`src/rtl/core/smw_pkg.sv`:
```
// Shared types and constants of the sign-magnitude wide ALU.
// No dependencies; imported by the ALU top level, the MAC and the divider.
package smw_pkg;

  localparam int unsigned WordW          = 64;
  localparam int unsigned LimbW          = 32;
  localparam int unsigned OperandWordsDef = 8;

  typedef enum logic [2:0] {
    OP_ADD = 3'd0,
    OP_SUB = 3'd1,
    OP_MUL = 3'd2,
    OP_DIV = 3'd3,
    OP_REM = 3'd4
  } op_e;

  typedef enum logic [8:0] {
    S_IDLE   = 9'b000000001,
    S_SETUP  = 9'b000000010,
    S_ADD    = 9'b000000100,
    S_ADD2   = 9'b000001000,
    S_MUL    = 9'b000010000,
    S_DIV    = 9'b000100000,
    S_DIVOUT = 9'b001000000,
    S_FIN    = 9'b010000000,
    S_EMIT   = 9'b100000000
  } state_e;

  typedef struct packed {
    logic issue;
    logic col_end;
  } mac_ctl_t;

endpackage

```
`src/rtl/core/smw_mac.sv`:
```
// Shared 32x32 multiply-accumulate unit for column-wise wide multiplication.
// Depends on smw_pkg.
module smw_mac #(
  parameter int unsigned AccW = 70
) (
  input  logic                     clk_i,
  input  logic                     rst_ni,
  input  logic                     clear_i,
  input  smw_pkg::mac_ctl_t        ctl_i,
  input  logic [smw_pkg::LimbW-1:0] x_i,
  input  logic [smw_pkg::LimbW-1:0] y_i,
  output logic                     limb_valid_o,
  output logic [smw_pkg::LimbW-1:0] limb_o
);
  import smw_pkg::*;

  logic [2*LimbW-1:0] prod_q;
  mac_ctl_t           ctl_q;
  logic [AccW-1:0]    acc_q, acc_d, sum;

  assign sum = acc_q + AccW'(prod_q);

  always_comb begin
    acc_d = acc_q;
    if (ctl_q.issue) begin
      acc_d = ctl_q.col_end ? (sum >> LimbW) : sum;
    end
    if (clear_i) begin
      acc_d = '0;
    end
  end

  always_ff @(posedge clk_i or negedge rst_ni) begin
    if (!rst_ni) begin
      ctl_q <= '0;
    end else begin
      ctl_q <= clear_i ? '0 : ctl_i;
    end
  end

  always_ff @(posedge clk_i) begin
    prod_q <= x_i * y_i;
    acc_q  <= acc_d;
  end

  assign limb_valid_o = ctl_q.issue & ctl_q.col_end;
  assign limb_o       = sum[LimbW-1:0];

endmodule

```
`config.mk`:
```
export PLATFORM = sky130hd
export DESIGN_NAME = smw_mac
export DESIGN_NICKNAME = d
export VERILOG_FILES = /design/src/rtl/core/smw_pkg.sv /design/src/rtl/core/smw_mac.sv
export SDC_FILE = /design/constraint.sdc
export NUM_CORES = 2
export LEC_CHECK = 0
export BUFFER_PORTS_ARGS = -buffer_cell sky130_fd_sc_hd__clkbuf_2
export CORE_MARGIN = 2
export CORE_UTILIZATION = 59
export CTS_CLUSTER_DIAMETER = 50
export CTS_CLUSTER_SIZE = 24
export DETAILED_ROUTE_END_ITERATION = 10
export GPL_TIMING_DRIVEN = 0
export PLACE_DENSITY_LB_ADDON = 0.1
export REMOVE_ABC_BUFFERS = 1
export SYNTH_ARGS = -nofsm -noshare
export SYNTH_HDL_FRONTEND = slang
export SYNTH_SLANG_ARGS = --single-unit
```
`constraint.sdc`:
```
create_clock -name clk_i -period 5.02 [get_ports clk_i]
set_clock_uncertainty 0.15 [all_clocks]
set_input_delay 0.251 -clock clk_i [delete_from_list [all_inputs] [get_ports clk_i]]
set_output_delay 0.251 -clock clk_i [all_outputs]
set_load 0.05 [all_outputs]
```
# Word level (Yosys, flattened, before mapping)
# Cells that the tools add are included.
[classes]
addsub = 1
multipliers = 1
n_bitwise = 1
muxes = 2
[op_table]
columns = ["operator", "count"]
rows = [
  ["70-bit by 64-bit adder with 70-bit output", 1],
  ["70-bit two-way mux", 1],
  ["32-bit by 32-bit multiplier with 64-bit output", 1],
  ["2-bit two-way mux", 1],
  ["1-bit AND", 1],
]
[word_totals]
ff_bits = 136
out_inout_bits = 33
elab_cells = 9

# Longest topological paths before layout
[logic_depth]
word_depth = 2
ltp_mapped = 30

# Least setup slack after synthesis
# Ideal clock, no wire load.
[synth_path]
kind = "input to register"
from = "in y_i[9] (netlist bit)"
to = "reg prod_q[61]"
required_ps = 4791
setup_time_ps = 79
arrival_time_ps = 7027
path_stages = 23
slack_ps = -2237
path_cell_list = "clkbuf_1 and2_1 fa_1 fa_1 inv_1 fa_1 fa_1 fa_1 inv_1 fa_1 fa_1 fa_1 ha_1 nand2_2 o21a_1 nor3b_1 a2111o_1 a2111oi_4 o21ai_2 o31a_1 o221ai_2 a31oi_1 a211oi_2"
[synth_between]
elab_chain_cells = 1
[synth_lines]
columns = ["element", "line_no", "rtl"]
rows = [
  ["start: declaration", "smw_mac.sv:11", "input logic [smw_pkg::LimbW-1:0] y_i,"],
  ["32-bit by 32-bit multiplier with 64-bit output", "smw_mac.sv:42", "prod_q <= x_i * y_i;"],
  ["end signal: assignment", "smw_mac.sv:42", ""],
  ["end: declaration", "smw_mac.sv:17", "logic [2*LimbW-1:0] prod_q;"],
]
# No other way between the ends.
# A chain may end at the register's enable or synchronous reset.

# Worst setup path in the final report
[layout_path]
from = "in x_i[16] (netlist bit)"
to = "reg prod_q[63]"
[layout_between]
elab_chain_cells = 1
[layout_lines]
columns = ["element", "line_no", "rtl"]
rows = [
  ["start: declaration", "smw_mac.sv:10", "input logic [smw_pkg::LimbW-1:0] x_i,"],
  ["32-bit by 32-bit multiplier with 64-bit output", "smw_mac.sv:42", ""],
]
# No other way between the ends.

==> reports/results.ini <==
[grt]
grt_first_pass_wirelength_mm=199.9
grt-busiest-layer=met2
gr-usage-met2=0.5707
overflow=0
grt_use_met3=0.07624
grt_antenna_before_repair=9
grt_pass1_vias=34208
grtUsageMet1=0.5109
grt_max_degree=56
track_usage=0.3700

[synthesis]
synth-seq-cells=136
synthArstFlopShare=0.01471
synth_ff_type=dfxtp_1
yosysSeqAreaShare=0.06646
synthCells=4616
syn_avg_cell_area_um2=8.908
yosys_warnings=0
syn_area_mm2=0.04112
synth_edf_count=0
ys_types=82

[setup_path]
cp_top_family=adder cells
startpoint_type=primary input
r2r_cells=13
crit_top_cell=fa_1
slowest_delay_ps=600
cp_max_fo=6
required_ps=5190
cpMaxStageDelayCell=fa_1
cp.depth=26
critical_path_class=primary input to flip-flop
path_buf_inv=6
crit_arrival_ps=7420
critPathCaptureType=flip-flop

[die]
initial_core_util=0.5974
die-area_mm2=0.07182
die_h_um=268.0
core_mm2=0.06883
io_pins=102
die_w_um=268.0
rows=96

[sta]
fin_ws_ps=-2221
tns_ps=-76070
final_max_slew_viol_count=0
worst_pin_slew_ps=1177
holdWs_ps=173.4
hold_violations=0
rsz0062_at_grt=true
max_freq_mhz=138.1
relSlewSlack=0.2154
setup_viol=51
finalCriticalPeriod_ps=7241
finalCritPeriodShare=1.442

[placed_design]
dp_cells=5388
dpl-instance-area_mm2=0.04185
dp_hpwl_mm=86.33
gp_congestion=0.9947
io_buffers=101

[drt]
firstDrtPassIters=5
routedWlPerCell_um=23.29
wl_mm=129.7
vias=32481
ant_nets=0
drt_iter0_markers=2466
viasPerCell=5.830
drc_errors=0

[finish]
stdcell_count=5571
final_area_mm2=0.04654
areaGrowthSynthToFinish_pct=13.19
drive_gt1_frac=0.1176
nets=5916

[clock_network]
clkTransAtPathRegs_ps=60
cts_tree=built
insertion_delay_ps=430
clockBufferDepth=2
cts.htree.levels=4
cts.sinks=136
cts_buffers=17
cts_root_buffer=clkbuf_16

[run]
cap_violations=0

[min_path]
hold_depth=2
hold_class=primary input to flip-flop

[status]
violations=negative setup slack
status=finished with violations

## layout by cell type (no fill, tap or decap), types with 11 or more instances in the layout
master     instances
a211oi_1          29
a21o_1            63
a21oi_1          136
a22o_1            16
a31oi_1           20
and2_1           514
and2_4            63
and3_1            12
buf_4             69
buf_6             24
buf_8             13
clkbuf_16         68
clkbuf_2          38
clkbuf_8          42
dfxtp_1          134
fa_1             869
fa_2              28
ha_1             293
ha_4              33
inv_1            856
inv_2             19
mux2i_1           14
nand2_1          574
nand3_1           32
nand4_1           26
nor2_1           114
nor2b_1           15
nor3_1            17
o211ai_1          23
o21a_1            14
o21ai_0           64
o21ai_1           11
o21ai_2           12
o21bai_1          20
xnor2_1           79
xor2_1            33
## routing by layer
| layer | wire length, um | part of all wire |
|---|---|---|
| met1 | 53450 | 0.41 |
| met2 | 57430 | 0.44 |
| met3 | 12020 | 0.093 |
| met4 | 6828 | 0.053 |
| met5 | 29 | 0.00022 |
## cell usage after synthesis (33+ instances only)
cell	count	area share
fa_1	897	0.44
inv_1	875	0.080
nand2_1	583	0.053
and2_1	577	0.088
ha_1	327	0.10
clkbuf_1	241	0.022
a21oi_1	156	0.019
dfxtp_1	134	0.065
nor2_1	120	0.011
xnor2_1	84	0.018
o21ai_0	82	0.010
a21o_1	63	0.012
nand3_1	35	0.0043
xor2_1	33	0.0070
## kinds of logic (layout without fill, tap and decap cells)
| family | count (synthesis) | after routing | share of synthesized area |
|---|---|---|---|
| buffers and inverters | 1139 | 1159 | 0.1045 |
| muxes | 16 | 16 | 0.003956 |
| AOI/OAI and AO/OA | 540 | 540 | 0.08751 |
| DFF | 136 | 136 | 0.06646 |
| other | 0 | 4 | 0 |
| adders and majority gates | 1224 | 1224 | 0.5362 |
| xor gates and xnor gates | 117 | 117 | 0.02492 |
| and+or+nand+nor | 1444 | 1444 | 0.1764 |
## state kept, by name, indices dropped and copies added, names as in the netlist
name	flops
prod_q	64
acc_q	70
ctl_q	2
## final cells by class
cell class	count	area [um2]
multi-input combinational	3341	35390
clock buffer	17	425.4
tap	931	1165
fill	5623	22290
antenna	4	10.01
inverter	876	3288
timing repair buffer	251	3263
clock inverter	15	264.0
sequential	136	2735
## per-stage QoR
stage          utilization  setup WS, ps
5_1_grt             0.6761         -2374
6_report            0.6762         -2221
3_3_place_gp        0.6070         -3877
2_1_floorplan            -         -2048
4_1_cts             0.6646         -2083
3_5_place_dp        0.6080         -3917
## path summary, 6_finish.rpt
kind                                 from  slack [ps]         end
worst max register to register   acc_q[0]         690   acc_q[24]
worst max-delay path              x_i[16]       -2220  prod_q[63]
worst min register to register  acc_q[54]         310   acc_q[54]
worst min-delay path               x_i[0]         170   prod_q[0]
min in group asynchronous          rst_ni         540    ctl_q[1]
max in group asynchronous          rst_ni        4040    ctl_q[0]
## timing repair
action | in CTS | in global routing
endpoints found under the hold margin | 4 | 0
cloned | 41 | 5
gates resized for setup | 393 | 127
endpoints found under the setup margin | 56 | 53
setup buffers | 66 | 33
pin swaps | 164 | 93
hold buffers | 4 | 0
Power is not shown: default switching activity piles up to over one toggle a cycle in this logic, so the estimate is an artifact.
